[src/rtl/cns_pkg.sv]
// Shared types, constants and helpers for the cutoff neighbor search block.
package cns_pkg;

  localparam int unsigned COORD_W = 16;
  localparam int unsigned IDX_W   = 10;
  localparam int unsigned CUT_W   = 34;
  localparam int unsigned CNT_W   = 11;
  localparam int unsigned SQ_W    = 2 * COORD_W;

  localparam logic [COORD_W:0] FULL_BOX = 17'h10000;
  localparam logic [COORD_W-1:0] HALF_BOX = 16'h8000;
  localparam logic [IDX_W-1:0] TOTAL_MAX = 10'd1023;

  // register indexes
  localparam logic [1:0] REG_CUTOFF   = 2'd0;
  localparam logic [1:0] REG_NODES    = 2'd1;
  localparam logic [1:0] REG_PERIODIC = 2'd2;

  localparam logic [CUT_W-1:0] CUTOFF_RST = 34'd43811161;
  localparam logic [CNT_W-1:0] NODES_RST  = 11'd1000;

  // request and result kinds
  localparam logic REQ_STORE    = 1'b0;
  localparam logic REQ_QUERY    = 1'b1;
  localparam logic KIND_ENTRY   = 1'b0;
  localparam logic KIND_SUMMARY = 1'b1;

  typedef struct packed {
    logic [CUT_W-1:0] cutoff_squared;
    logic [CNT_W-1:0] node_count;
    logic             periodic_mode;
  } cfg_t;

  typedef struct packed {
    logic [COORD_W-1:0] z;
    logic [COORD_W-1:0] y;
    logic [COORD_W-1:0] x;
  } point_t;

  // absolute axis difference, minimum image when wrap is set
  function automatic logic [COORD_W-1:0] axis_diff(input logic [COORD_W-1:0] a,
                                                   input logic [COORD_W-1:0] b,
                                                   input logic wrap);
    logic [COORD_W-1:0] d;
    logic [COORD_W:0]   w;
    d = (a > b) ? (a - b) : (b - a);
    w = FULL_BOX - {1'b0, d};
    if (wrap && (d > HALF_BOX)) begin
      d = w[COORD_W-1:0];
    end
    return d;
  endfunction

endpackage

[src/rtl/cns_regs.sv]
// APB configuration registers of the neighbor search block.
module cns_regs (
  input  logic                clk,
  input  logic                rst,
  input  logic                psel,
  input  logic                penable,
  input  logic                pwrite,
  input  logic [4:0]          paddr,
  input  logic [63:0]         pwdata,
  output logic [63:0]         prdata,
  output logic                pready,
  output cns_pkg::cfg_t       cfg
);
  import cns_pkg::*;

  logic [1:0] reg_sel;
  logic       wr;

  assign reg_sel = paddr[4:3];
  assign pready  = 1'b1;
  assign wr      = psel && penable && pwrite && pready;

  always_ff @(posedge clk) begin
    if (rst) begin
      cfg.cutoff_squared <= CUTOFF_RST;
      cfg.node_count     <= NODES_RST;
      cfg.periodic_mode  <= 1'b0;
    end else if (wr) begin
      case (reg_sel)
        REG_CUTOFF:   cfg.cutoff_squared <= pwdata[CUT_W-1:0];
        REG_NODES:    cfg.node_count     <= pwdata[CNT_W-1:0];
        REG_PERIODIC: cfg.periodic_mode  <= pwdata[0];
        default: ;
      endcase
    end
  end

  always_comb begin
    case (reg_sel)
      REG_CUTOFF:   prdata = {{(64-CUT_W){1'b0}}, cfg.cutoff_squared};
      REG_NODES:    prdata = {{(64-CNT_W){1'b0}}, cfg.node_count};
      REG_PERIODIC: prdata = {63'd0, cfg.periodic_mode};
      default:      prdata = 64'd0;
    endcase
  end

endmodule

[config.mk]
export PLATFORM = sky130hd
export DESIGN_NAME = cns_regs
export DESIGN_NICKNAME = d
export VERILOG_FILES = /design/src/rtl/cns_pkg.sv /design/src/rtl/cns_regs.sv
export SDC_FILE = /design/constraint.sdc
export NUM_CORES = 1
export LEC_CHECK = 0
export BUFFER_PORTS_ARGS = -buffer_cell sky130_fd_sc_hd__buf_2
export CAP_MARGIN = 40
export CELL_PAD_IN_SITES_DETAIL_PLACEMENT = 1
export CELL_PAD_IN_SITES_GLOBAL_PLACEMENT = 2
export CORE_MARGIN = 2
export CORE_UTILIZATION = 23
export DETAILED_ROUTE_END_ITERATION = 16
export PLACE_DENSITY_LB_ADDON = 0.1
export SETUP_SLACK_MARGIN = 0.4
export SLEW_MARGIN = 0
export SYNTH_ARGS = -nofsm -noshare
export SYNTH_HDL_FRONTEND = slang
export SYNTH_SLANG_ARGS = --single-unit
[constraint.sdc]
create_clock -name clk -period 2.9 [get_ports clk]
set_input_delay 0.435 -clock clk [delete_from_list [all_inputs] [get_ports clk]]
set_output_delay 0.435 -clock clk [all_outputs]
set_load 0.01 [all_outputs]
After elaboration in Yosys (flattened, before gate mapping)
Cells that the tools add are included.
{ "word_totals": {"reg_bits": 46, "in_bits": 74, "output_inout_bits": 111} }
{ "classes": {"eq_ne": 2, "n_mux": 1, "n_reduce_logical": 6} }
{ "ops": {"columns": ["cell", "count"], "rows": [
  ["case mux 34 bit (3 select lines)", 1],
  ["AND reduction 2 bit", 3],
  ["== test 2 x 1 -> 1 bit (second input constant)", 1],
  ["== test 2 bit (second input constant)", 1],
  ["logical AND 1 bit", 2],
  ["zero test 2 bit", 1]
]} }

Depth between registers and ports, before layout
{ "depth": {"ltp_word": 3, "depth_mapped": 5} }

Worst setup path before layout
OpenSTA, ideal clock, no wires.
{ "synth_timing": {"path_type": "in2out", "start": "input port paddr[4]", "end": "output port prdata[11]", "t_arrival_ps": 1149, "required_ps": 2465, "slack_ps": 1316, "stages": 4, "n_path_buf": 2, "cell_sequence": "clkbuf_2 nor2_1 clkbuf_1 and2_1"} }
{ "synth_via": {"elab_chain_cells": 2, "word_cells_on_any_way": 4, "classes_between": "2 x eq/ne; 1 x mux; 1 x reduce/logical"} }
{ "synth_rtl": {"columns": ["item", "line", "source"], "rows": [
  ["start: declaration", "cns_regs.sv:8", "input logic [4:0] paddr,"],
  ["== test 2 bit, or another cell as far along", "cns_regs.sv:39", "case (reg_sel)"],
  ["case mux 34 bit (3 select lines) (*)", "cns_regs.sv:39", null],
  ["end: declaration", "cns_regs.sv:10", "output logic [63:0] prdata,"]
]} }
Mark *: on every way between the ends. The rest lies on a longest branch, timed or not.

Final worst setup path
{ "layout_timing": {"start": "input port paddr[3]", "end": "output port prdata[23]"} }
Same word-level chain as after synthesis.

==> impl_metrics.toml <==
[timing]
finalCriticalPeriod_ps = 1870
fin_crit_sh_pct = 64.6
rsz0062_at_grt = "false"
finalHoldViolCount = 0
drv_slew = 0
max_freq_mhz = 534
worst_slew_pin_slew_ps = 646
fin_tns_setup_ps = 0
setup_viol = 0
slew_headroom_pct = 56.7
finClkSkew_ps = 0

[critical_path]
cpLargestDelayFamily = "buffers and inverters"
cp-start-kind = "input port"
crit_top_cell = "buf_2"
arrival_ps = 1440
cp_slowest_stage_delay_ps = 390
cp_slowest_cell = "buf_2"
criticalPathCategory = "input port to primary output"
crit_buf_inv = 3
crit_fanout = 23
critical_path.endpoint_type = "primary output"
cp_data_required_time_ps = 2470
path_cells = "buf_2 > nor2_1 > buf_4 > and2_1 > buf_2"

[global_routing]
grt_pass1_wl_um = 10700
busiest_layer = "met2"
grt_max_degree = 37
grtUsageMet3_pct = 3.71
grt_usage_pct = 11.5
grt_pass1_vias = 2042
grt_use_met2_pct = 18.5
antenna_found_initial = 1
overflow = 0
use_met1_pct = 14.8

[run]
maxCapViolations = 0

[clock_network]
clock-sinks = 46
cts.clk_slew.worst_paths_ps = 80
cts_max_level = 2
cts_root_buf = "clkbuf_8"
clk_latency_ps = 280
hold_buffers = 0
post-cts-setup-buffers = 0
cts_resized = 0
cts_made_buffers = 5
ctsLongestPathBuffers = 2
cts_tree = "yes"

[drt]
drt_iter0_markers = 49
vias_per_cell = 3.99
dr.pass1.iters = 4
drt-total-wl_um = 6720
num_vias = 2123
drc = 0
ant_nets = 0
post_drt_wl_per_cell_um = 12.6

[pwr]
power.leakage_nw = 1.52
power.internal_w = 0.000895
switching_share_pct = 25.5
pwr-share-clk_pct = 32.4
power.switching_w = 0.000306
pwr-share-comb_pct = 13.8
seq_power_share_pct = 53.8
p_per_area_nw_per_um2 = 374
worst_ir_drop_vdd_mv = 0.170

[finish]
antenna_cells = 0
largest_reg_flops = 46
mostFrequentLayoutCells = "buf_2, mux2i_1, nand2b_1"
area_growth_syn_to_layout_pct = 26.1
drive_gt1_share_pct = 34.2
nFillCells = 1314
fin_util_pct = 29.7
layout.nets = 467
top_register = "cfg"
final_common_cell = "buf_2"
top_regs = "cfg x46"

[floorplan]
die_area_sq_um = 11900
initial_utilization_pct = 23.6
io_pins = 185
die_w_um = 109
core_sq_um = 10800
die-height_um = 109
rows = 38

[synth]
yosys_warnings = 0
synth.avg_cell_area_sq_um = 8.98
ys_seq_elements = 46
ys_seq_area_share_pct = 36.2
synthesis.area_sq_um = 2540
netlist_instances = 283
synth_cell_type_count = 19

[place]
io_buffers = 120
hpwl_um = 5030
gp_congestion = 0.656

[run_status]
status = "finished clean"

[worst_hold_path]
worstHoldPathType = "input port to flop"
## worst paths after layout
| check | from | to | slack, ps | depth (start not counted) |
|---|---|---|---|---|
| worst max-delay path | paddr[3] | prdata[23] | 1030 | 5 |
| worst min-delay path | pwdata[22] | cfg[34]$_SDFFE_PP0P_ | 390 | 3 |
| worst max register to register | cfg[6]$_SDFFE_PP1P_ | cfg[6]$_SDFFE_PP1P_ | 2250 | 2 |
| worst min register to register | cfg[33]$_SDFFE_PP0P_ | cfg[33]$_SDFFE_PP0P_ | 490 | 2 |
## power groups by stage
stage | clock network (W) | logic [W] | registers [W]
6_report | 0.000389 | 0.000166 | 0.000646
5_1_grt | 0.000437 | 0.000188 | 0.000647
3_5_place_dp | 0 | 0.000170 | 0.000661
3_3_place_gp | 0 | 0.000167 | 0.000660
4_1_cts | 0.000417 | 0.000170 | 0.000646
2_1_floorplan | 0 | 0.000132 | 0.000663
## final cells by class
cell class                      instances  area [sq um]  area share (%)
Clock buffer                            6          82.6            2.58
Multi-Input combinational cell        215          1390            43.3
Sequential cell                        46           921            28.7
Tap cell                              140           175            5.46
Timing Repair Buffer                  125           638            19.9
## through the flow
| step | worst slack, ps | total power, W | std cells | instance area [sq um] | hold slack (ps) |
|---|---|---|---|---|---|
| after floorplan | 1320 | 0.000795 | 312 | 2650 | 500 |
| after global placement | 980 | 0.000828 | 526 | 3120 | 469 |
| after detailed placement | 984 | 0.000831 | 526 | 3120 | 480 |
| after CTS | 977 | 0.00123 | 532 | 3210 | 380 |
| after global routing | 910 | 0.00127 | 532 | 3210 | 390 |
| final | 1030 | 0.00120 | 532 | 3210 | 394 |
## worst min-delay path: cells and delay by family
family | cells | cell delay [ps]
and+or+nand+nor | 1 | 50
muxes | 1 | 60
buffers and inverters | 1 | 90
## cells by family (layout without fill, tap and decap cells)
kind of cell	after synthesis	in the layout	synth area share [%]
buf+inv	51	131	13.6
simple gates	126	126	27.2
other cells	2	31	0.295
mux	57	57	22.4
flops	46	46	36.2
compound gates	1	1	0.197
## cell usage after synthesis
library cell	number	area share, %
o21ai_0	1	0.20
dfxtp_1	46	36
conb_1	2	0.30
nor2b_1	1	0.25
clkbuf_1	11	1.6
nand2_1	1	0.15
nor2_1	42	6.2
clkbuf_2	1	0.20
nor3b_2	1	0.49
buf_2	3	0.59
nand2b_1	54	13
and2_1	23	5.7
nor3_1	1	0.20
buf_4	32	9.4
buf_6	4	1.8
or3b_1	1	0.34
mux2i_1	57	22
nand3_2	1	0.39
nand4_1	1	0.25
## per-layer routing
metal | vias to the layer above | wire length, um
met3 | 7 | 586
met5 | - | 11
met2 | 88 | 3070
met4 | 2 | 49
met1 | 973 | 3010
li1 | 1053 | -
(Power assumes the default switching activity.)
