<file path="src/rtl/cns_pkg.sv">
// Shared types, constants and helpers for the cutoff neighbor search block.
package cns_pkg;

  localparam int unsigned COORD_W = 16;
  localparam int unsigned IDX_W   = 10;
  localparam int unsigned CUT_W   = 34;
  localparam int unsigned CNT_W   = 11;
  localparam int unsigned SQ_W    = 2 * COORD_W;

  localparam logic [COORD_W:0] FULL_BOX = 17'h10000;
  localparam logic [COORD_W-1:0] HALF_BOX = 16'h8000;
  localparam logic [IDX_W-1:0] TOTAL_MAX = 10'd1023;

  // register indexes
  localparam logic [1:0] REG_CUTOFF   = 2'd0;
  localparam logic [1:0] REG_NODES    = 2'd1;
  localparam logic [1:0] REG_PERIODIC = 2'd2;

  localparam logic [CUT_W-1:0] CUTOFF_RST = 34'd43811161;
  localparam logic [CNT_W-1:0] NODES_RST  = 11'd1000;

  // request and result kinds
  localparam logic REQ_STORE    = 1'b0;
  localparam logic REQ_QUERY    = 1'b1;
  localparam logic KIND_ENTRY   = 1'b0;
  localparam logic KIND_SUMMARY = 1'b1;

  typedef struct packed {
    logic [CUT_W-1:0] cutoff_squared;
    logic [CNT_W-1:0] node_count;
    logic             periodic_mode;
  } cfg_t;

  typedef struct packed {
    logic [COORD_W-1:0] z;
    logic [COORD_W-1:0] y;
    logic [COORD_W-1:0] x;
  } point_t;

  // absolute axis difference, minimum image when wrap is set
  function automatic logic [COORD_W-1:0] axis_diff(input logic [COORD_W-1:0] a,
                                                   input logic [COORD_W-1:0] b,
                                                   input logic wrap);
    logic [COORD_W-1:0] d;
    logic [COORD_W:0]   w;
    d = (a > b) ? (a - b) : (b - a);
    w = FULL_BOX - {1'b0, d};
    if (wrap && (d > HALF_BOX)) begin
      d = w[COORD_W-1:0];
    end
    return d;
  endfunction

endpackage

</file>
<file path="src/rtl/cns_dist.sv">
// Three-stage squared-distance and cutoff compare pipeline.
module cns_dist #(
  parameter int unsigned TAG_W = 10
) (
  input  logic                clk,
  input  logic                rst,
  input  logic                en,
  input  logic                in_valid,
  input  logic [TAG_W-1:0]    in_tag,
  input  cns_pkg::point_t     ref_pt,
  input  cns_pkg::point_t     cand_pt,
  input  logic                wrap,
  input  logic [33:0]         cutoff_squared,
  output logic                hit,
  output logic [TAG_W-1:0]    hit_tag,
  output logic                busy
);
  import cns_pkg::*;

  logic               v1, v2, v3;
  logic [TAG_W-1:0]   t1, t2;
  logic [COORD_W-1:0] dx, dy, dz;
  logic [SQ_W-1:0]    sx, sy, sz;
  logic [CUT_W-1:0]   d2;

  assign d2   = CUT_W'(sx) + CUT_W'(sy) + CUT_W'(sz);
  assign busy = v1 || v2 || v3;

  always_ff @(posedge clk) begin
    if (rst) begin
      v1 <= 1'b0;
      v2 <= 1'b0;
      v3 <= 1'b0;
    end else if (en) begin
      v1 <= in_valid;
      v2 <= v1;
      v3 <= v2 && (d2 < cutoff_squared);
    end
  end

  always_ff @(posedge clk) begin
    if (en) begin
      dx      <= axis_diff(ref_pt.x, cand_pt.x, wrap);
      dy      <= axis_diff(ref_pt.y, cand_pt.y, wrap);
      dz      <= axis_diff(ref_pt.z, cand_pt.z, wrap);
      t1      <= in_tag;
      sx      <= dx * dx;
      sy      <= dy * dy;
      sz      <= dz * dz;
      t2      <= t1;
      hit_tag <= t2;
    end
  end

  assign hit = v3;

endmodule

</file>
<file path="config.mk">
export PLATFORM = sky130hd
export DESIGN_NAME = cns_dist
export DESIGN_NICKNAME = d
export VERILOG_FILES = /design/src/rtl/cns_pkg.sv /design/src/rtl/cns_dist.sv
export SDC_FILE = /design/constraint.sdc
export NUM_CORES = 2
export LEC_CHECK = 0
export ABC_CLOCK_PERIOD_IN_PS = 14700
export BUFFER_PORTS_ARGS = -buffer_cell sky130_fd_sc_hd__buf_2
export CORE_MARGIN = 2
export CORE_UTILIZATION = 54
export CTS_BUF_LIST = sky130_fd_sc_hd__clkbuf_8
export CTS_CLUSTER_DIAMETER = 150
export DETAILED_ROUTE_END_ITERATION = 16
export PLACE_DENSITY = 0.71
export SYNTH_ARGS = -nofsm -noshare
export SYNTH_HDL_FRONTEND = slang
export SYNTH_SLANG_ARGS = --single-unit
</file>
<file path="constraint.sdc">
create_clock -name clk -period 14.7 [get_ports clk]
set_input_delay 1.47 -clock clk [delete_from_list [all_inputs] [get_ports clk]]
set_output_delay 1.47 -clock clk [all_outputs]
set_load 0.01 [all_outputs]
</file>
# After elaboration in Yosys (flattened, before gate mapping)
# Cells that the tools add are included.
[totals]
memories = 0
regBits = 177
rom_bits = 0
input_bits = 145
mem_bits_rw = 0
output_inout_bits = 12
wordCells = 45
latch_bits = 0
[op_classes]
n_addsub = 11
n_eq_ne = 0
mux = 6
bitwise = 0
multipliers = 3
n_reduce_logical = 6
n_lt_le_gt_ge = 7
shifts = 0
div_mod_pow = 0
[ops]
columns = ["operator", "count"]
rows = [
  ["$mul A16 B16 Y32", 3],
  ["$mux W16", 6],
  ["$sub A16 B16 Y16", 6],
  ["$gt A16 B16 Y1", 3],
  ["$gt A16 B16 Y1 const B", 3],
  ["$sub A1 B16 Y16 const A", 3],
  ["$add A33 B32 Y34", 1],
  ["$lt A34 B34 Y1", 1],
  ["$add A32 B32 Y33", 1],
  ["$logic_and A1 B1 Y1", 4],
  ["$logic_or A1 B1 Y1", 2],
]

# Logic depth before layout (Yosys ltp)
[logic_depth]
word_depth = 5
ltp_mapped = 26
mapped_depth_nobuf = 25

# Worst setup path before layout
# No wires, ideal clock.
[synth_path]
kind = "flip-flop to flip-flop"
start = "register dy[2]"
end = "register sy[31], data pin"
required_time_ns = 14.440
path_buffers = 1
period_less_slack_ns = 6.696
setup_slack_ns = 8.004
path_stages_with_launch = 27
arrival_ns = 6.436
setup_time_ns = 0.260
cell_sequence = "edfxtp_1 clkbuf_1 nand2_1 inv_1 fa_1 inv_1 fa_1 inv_1 fa_1 inv_1 fa_1 inv_1 fa_1 inv_1 fa_1 inv_1 ha_1 a21o_1 a21oi_1 nor2b_1 a311o_1 a31oi_1 o2111ai_1 a41o_1 a221o_1 a21oi_1 xnor2_1"
[synth_via]
elab_chain_len = 1
[synth_lines]
columns = ["item", "line", "source"]
rows = [
  ["start, declared", "cns_dist.sv:22", "logic [COORD_W-1:0] dx, dy, dz;"],
  ["start signal, assigned", "cns_dist.sv:44", "dy <= axis_diff(ref_pt.y, cand_pt.y, wrap);"],
  ["$mul A16 B16 Y32", "cns_dist.sv:48", "sy <= dy * dy;"],
  ["end signal, assigned", "cns_dist.sv:48", ""],
  ["end, declared", "cns_dist.sv:23", "logic [SQ_W-1:0] sx, sy, sz;"],
]
# Every way passes these cells.
# A chain may end at the register's enable or synchronous reset.

# Final worst setup path
# Same ends and word-level chain as after synthesis.

==> impl_metrics.py <==
metrics = {
    "job": {
        "max_cap_viol_count": 0,
    },
    "floorplan": {
        "rows": 94,
        "die_w_um": 262,
        "fp.coreArea_mm2": 0.0657,
        "die-height_um": 262,
        "dieArea_mm2": 0.0686,
        "initial_core_util": 0.546,
        "pin_count": 157,
    },
    "global_route": {
        "antenna_found_initial": 1,
        "grt_overflow": 0,
        "grt_first_pass_wirelength_um": 130000,
        "grt_pass1_vias": 26510,
        "grt_max_degree": 74,
        "track_usage": 0.238,
    },
    "worst_setup_path": {
        "cp.arrival_ps": 7630,
        "worstPathMaxFanout": 17,
        "required_ps": 15020,
        "critPathCaptureType": "register",
        "path_class": "reg2reg",
        "worst_setup_path_start_kind": "register",
    },
    "sta": {
        "rsz0062_at_grt": "no",
        "finalSetupViolCount": 0,
        "fin_tns_setup_ps": 0,
        "max_freq_ghz": 0.137,
        "fin_skew_ps": 21.7,
        "timing.final.hold_violations": 0,
        "tightest_slew_ps": 933,
        "slew_headroom": 0.378,
        "period_needed_ps": 7310,
        "slew_viol_final": 0,
        "fin_crit_sh": 0.497,
    },
    "drt": {
        "first_pass_iters": 5,
        "drcViolationCount": 0,
        "dr_total_vias": 26032,
        "routed_wirelength_um": 77300,
        "via_per_inst": 5.37,
        "ant_nets": 0,
        "wl_per_cell_um": 15.9,
        "first_iter_violations": 1455,
    },
    "synthesis": {
        "synth_cells": 3890,
        "synth-seq-cells": 174,
        "ys_seq_area_frac": 0.145,
        "async_reset_ff_frac": 0,
        "yosys-top-cells-area": "fa_1 29%, ha_1 16%, edfxtp_1 14%",
        "ys.flop_type": "edfxtp_1",
        "ys.warnings.count": 0,
        "synth_top_area_frac": 0.292,
        "synth_edf_count": 171,
        "netlist_area_mm2": 0.0359,
        "syn_area_per_cell_um2": 9.23,
        "synth.distinct_cells": 95,
        "synth_top_area_cell": "fa_1",
    },
    "place": {
        "gp_congestion": 0.900,
        "dp_hpwl_um": 65100,
        "port_buffers": 156,
    },
    "clocking": {
        "numCtsBuffers": 17,
        "clkSlewWorstSetupHoldPaths_ps": 100,
        "postCtsSetupBuffers": 0,
        "insertion_delay_ps": 560,
        "cts.sinks": 174,
        "cts_buffer_depth": 2,
        "h-tree-depth": 4,
        "cts_resized": 0,
        "ctsHoldBuffers": 0,
        "cts_root_buffer": "clkbuf_8",
        "cts_tree": "built",
    },
    "cells_and_area": {
        "syn2layout_area_growth_pct": 5.08,
        "drive_gt1_frac": 0.0650,
        "final_nets": 5102,
    },
    "run_status": {
        "status": "completed",
    },
    "min_path": {
        "hold_path.class": "reg2reg",
    },
}
metrics by stage:
stage	hold slack, ps	cell area, um2	cells	worst slack, ps	util
6_report	428	37700	4851	7390	0.574
5_1_grt	435	37700	4851	7020	0.574
4_1_cts	429	37700	4850	7410	0.574
3_5_place_dp	405	37400	4819	7400	0.569
3_3_place_gp	401	37400	4819	7480	0.569
2_1_floorplan	400	35900	3891	8000	-
layout by cell type, fill, tap and decap left out, types with 8 or more instances in the layout:
master	synthesis	routed
nand2b_1	27	27
buf_2	25	155
and2_1	139	139
nor2_1	160	160
and3_1	28	28
nand4_1	18	18
nor2b_1	36	36
xnor2_1	150	150
clkbuf_8	0	18
a21o_1	77	77
o21ai_0	93	93
o21a_1	37	37
nand2_1	289	289
or3_1	18	18
a21oi_1	176	176
fa_1	524	524
mux2i_1	33	33
or2_2	18	18
edfxtp_1	171	171
o211ai_1	16	16
a21boi_0	9	9
a211o_1	8	8
xor2_1	56	56
o21bai_1	24	24
a211oi_1	30	30
ha_1	459	459
o31ai_1	13	13
a31o_2	14	14
inv_1	922	924
nand3b_1	11	11
nor3_1	38	38
a31oi_1	27	27
nand3_1	45	45
cells by family after synthesis:
| kind of cell | after synthesis | synth area share |
|---|---|---|
| compound gates | 608 | 0.114 |
| xor+xnor | 209 | 0.0516 |
| fa+ha+maj | 983 | 0.452 |
| buf+inv | 1019 | 0.108 |
| flops | 174 | 0.145 |
| mux | 39 | 0.0111 |
| other cells | 2 | 0.000209 |
| simple gates | 856 | 0.118 |
layer usage:
metal,GRT usage,share of wire
met1,0.325,0.45
met2,0.400,0.48
met3,0.0325,0.047
met4,0.0642,0.022
met5,0,0
path summary, 6_finish.rpt:
kind	startpoint	endpoint	slack [ps]	cells past startpoint
worst min register to register	t1[8]	t2[8]	430	0
worst max register to register	dy[2]	sy[31]	7390	25
worst max-delay path	dy[2]	sy[31]	7390	25
worst min-delay path	t1[8]	t2[8]	430	0
sequential cells by signal, summed over array words and instances (netlist names):
register,cells
hit,1
t1,10
dx,16
hit_tag,10
dy,16
sz,31
v1,1
dz,16
v2,1
sy,31
sx,31
t2,10
critical path: stages, from the launching register on:
cell       delay [ps]
edfxtp_1          670
nand2_1           220
inv_1              80
fa_1              540
inv_1              60
fa_1              520
inv_1              50
fa_1              500
inv_1              50
fa_1              540
inv_1              50
fa_1              470
inv_1              50
fa_1              470
inv_1              40
ha_1              320
a21o_1            170
a21oi_1           240
nor2b_1            80
a311o_1           360
a31oi_1           350
o2111ai_1         290
a41o_1            320
a221o_1           360
a21oi_1           180
xnor2_1            80
synth_stat cells (8+ instances only):
| library cell | instances |
|---|---|
| mux2i_1 | 33 |
| nand2_1 | 289 |
| inv_1 | 922 |
| xor2_1 | 56 |
| a21oi_1 | 176 |
| nand4_1 | 18 |
| a21boi_0 | 9 |
| nand3b_1 | 11 |
| nor2_1 | 160 |
| edfxtp_1 | 171 |
| clkbuf_1 | 66 |
| o21ai_0 | 93 |
| a31oi_1 | 27 |
| a211oi_1 | 30 |
| buf_2 | 25 |
| nand3_1 | 45 |
| fa_1 | 524 |
| or3_1 | 18 |
| o31ai_1 | 13 |
| nor3_1 | 38 |
| a21o_1 | 77 |
| o21a_1 | 37 |
| nand2b_1 | 27 |
| and2_1 | 139 |
| a211o_1 | 8 |
| a31o_2 | 14 |
| or2_2 | 18 |
| xnor2_1 | 150 |
| and3_1 | 28 |
| nor2b_1 | 36 |
| o21bai_1 | 24 |
| o211ai_1 | 16 |
| ha_1 | 459 |
cell type report:
class | instances | area, um2
Multi-Input combinational cell | 2698 | 26800
Sequential cell | 174 | 5190
Inverter | 922 | 3460
Fill cell | 5770 | 28000
Timing Repair Buffer | 161 | 827
Clock inverter | 14 | 108
Antenna cell | 1 | 2.50
Clock buffer | 17 | 234
Tap cell | 864 | 1080
Power is left out: the tool's default activity adds up to more than one toggle a clock period on the data nets, which glitch-free logic cannot reach.
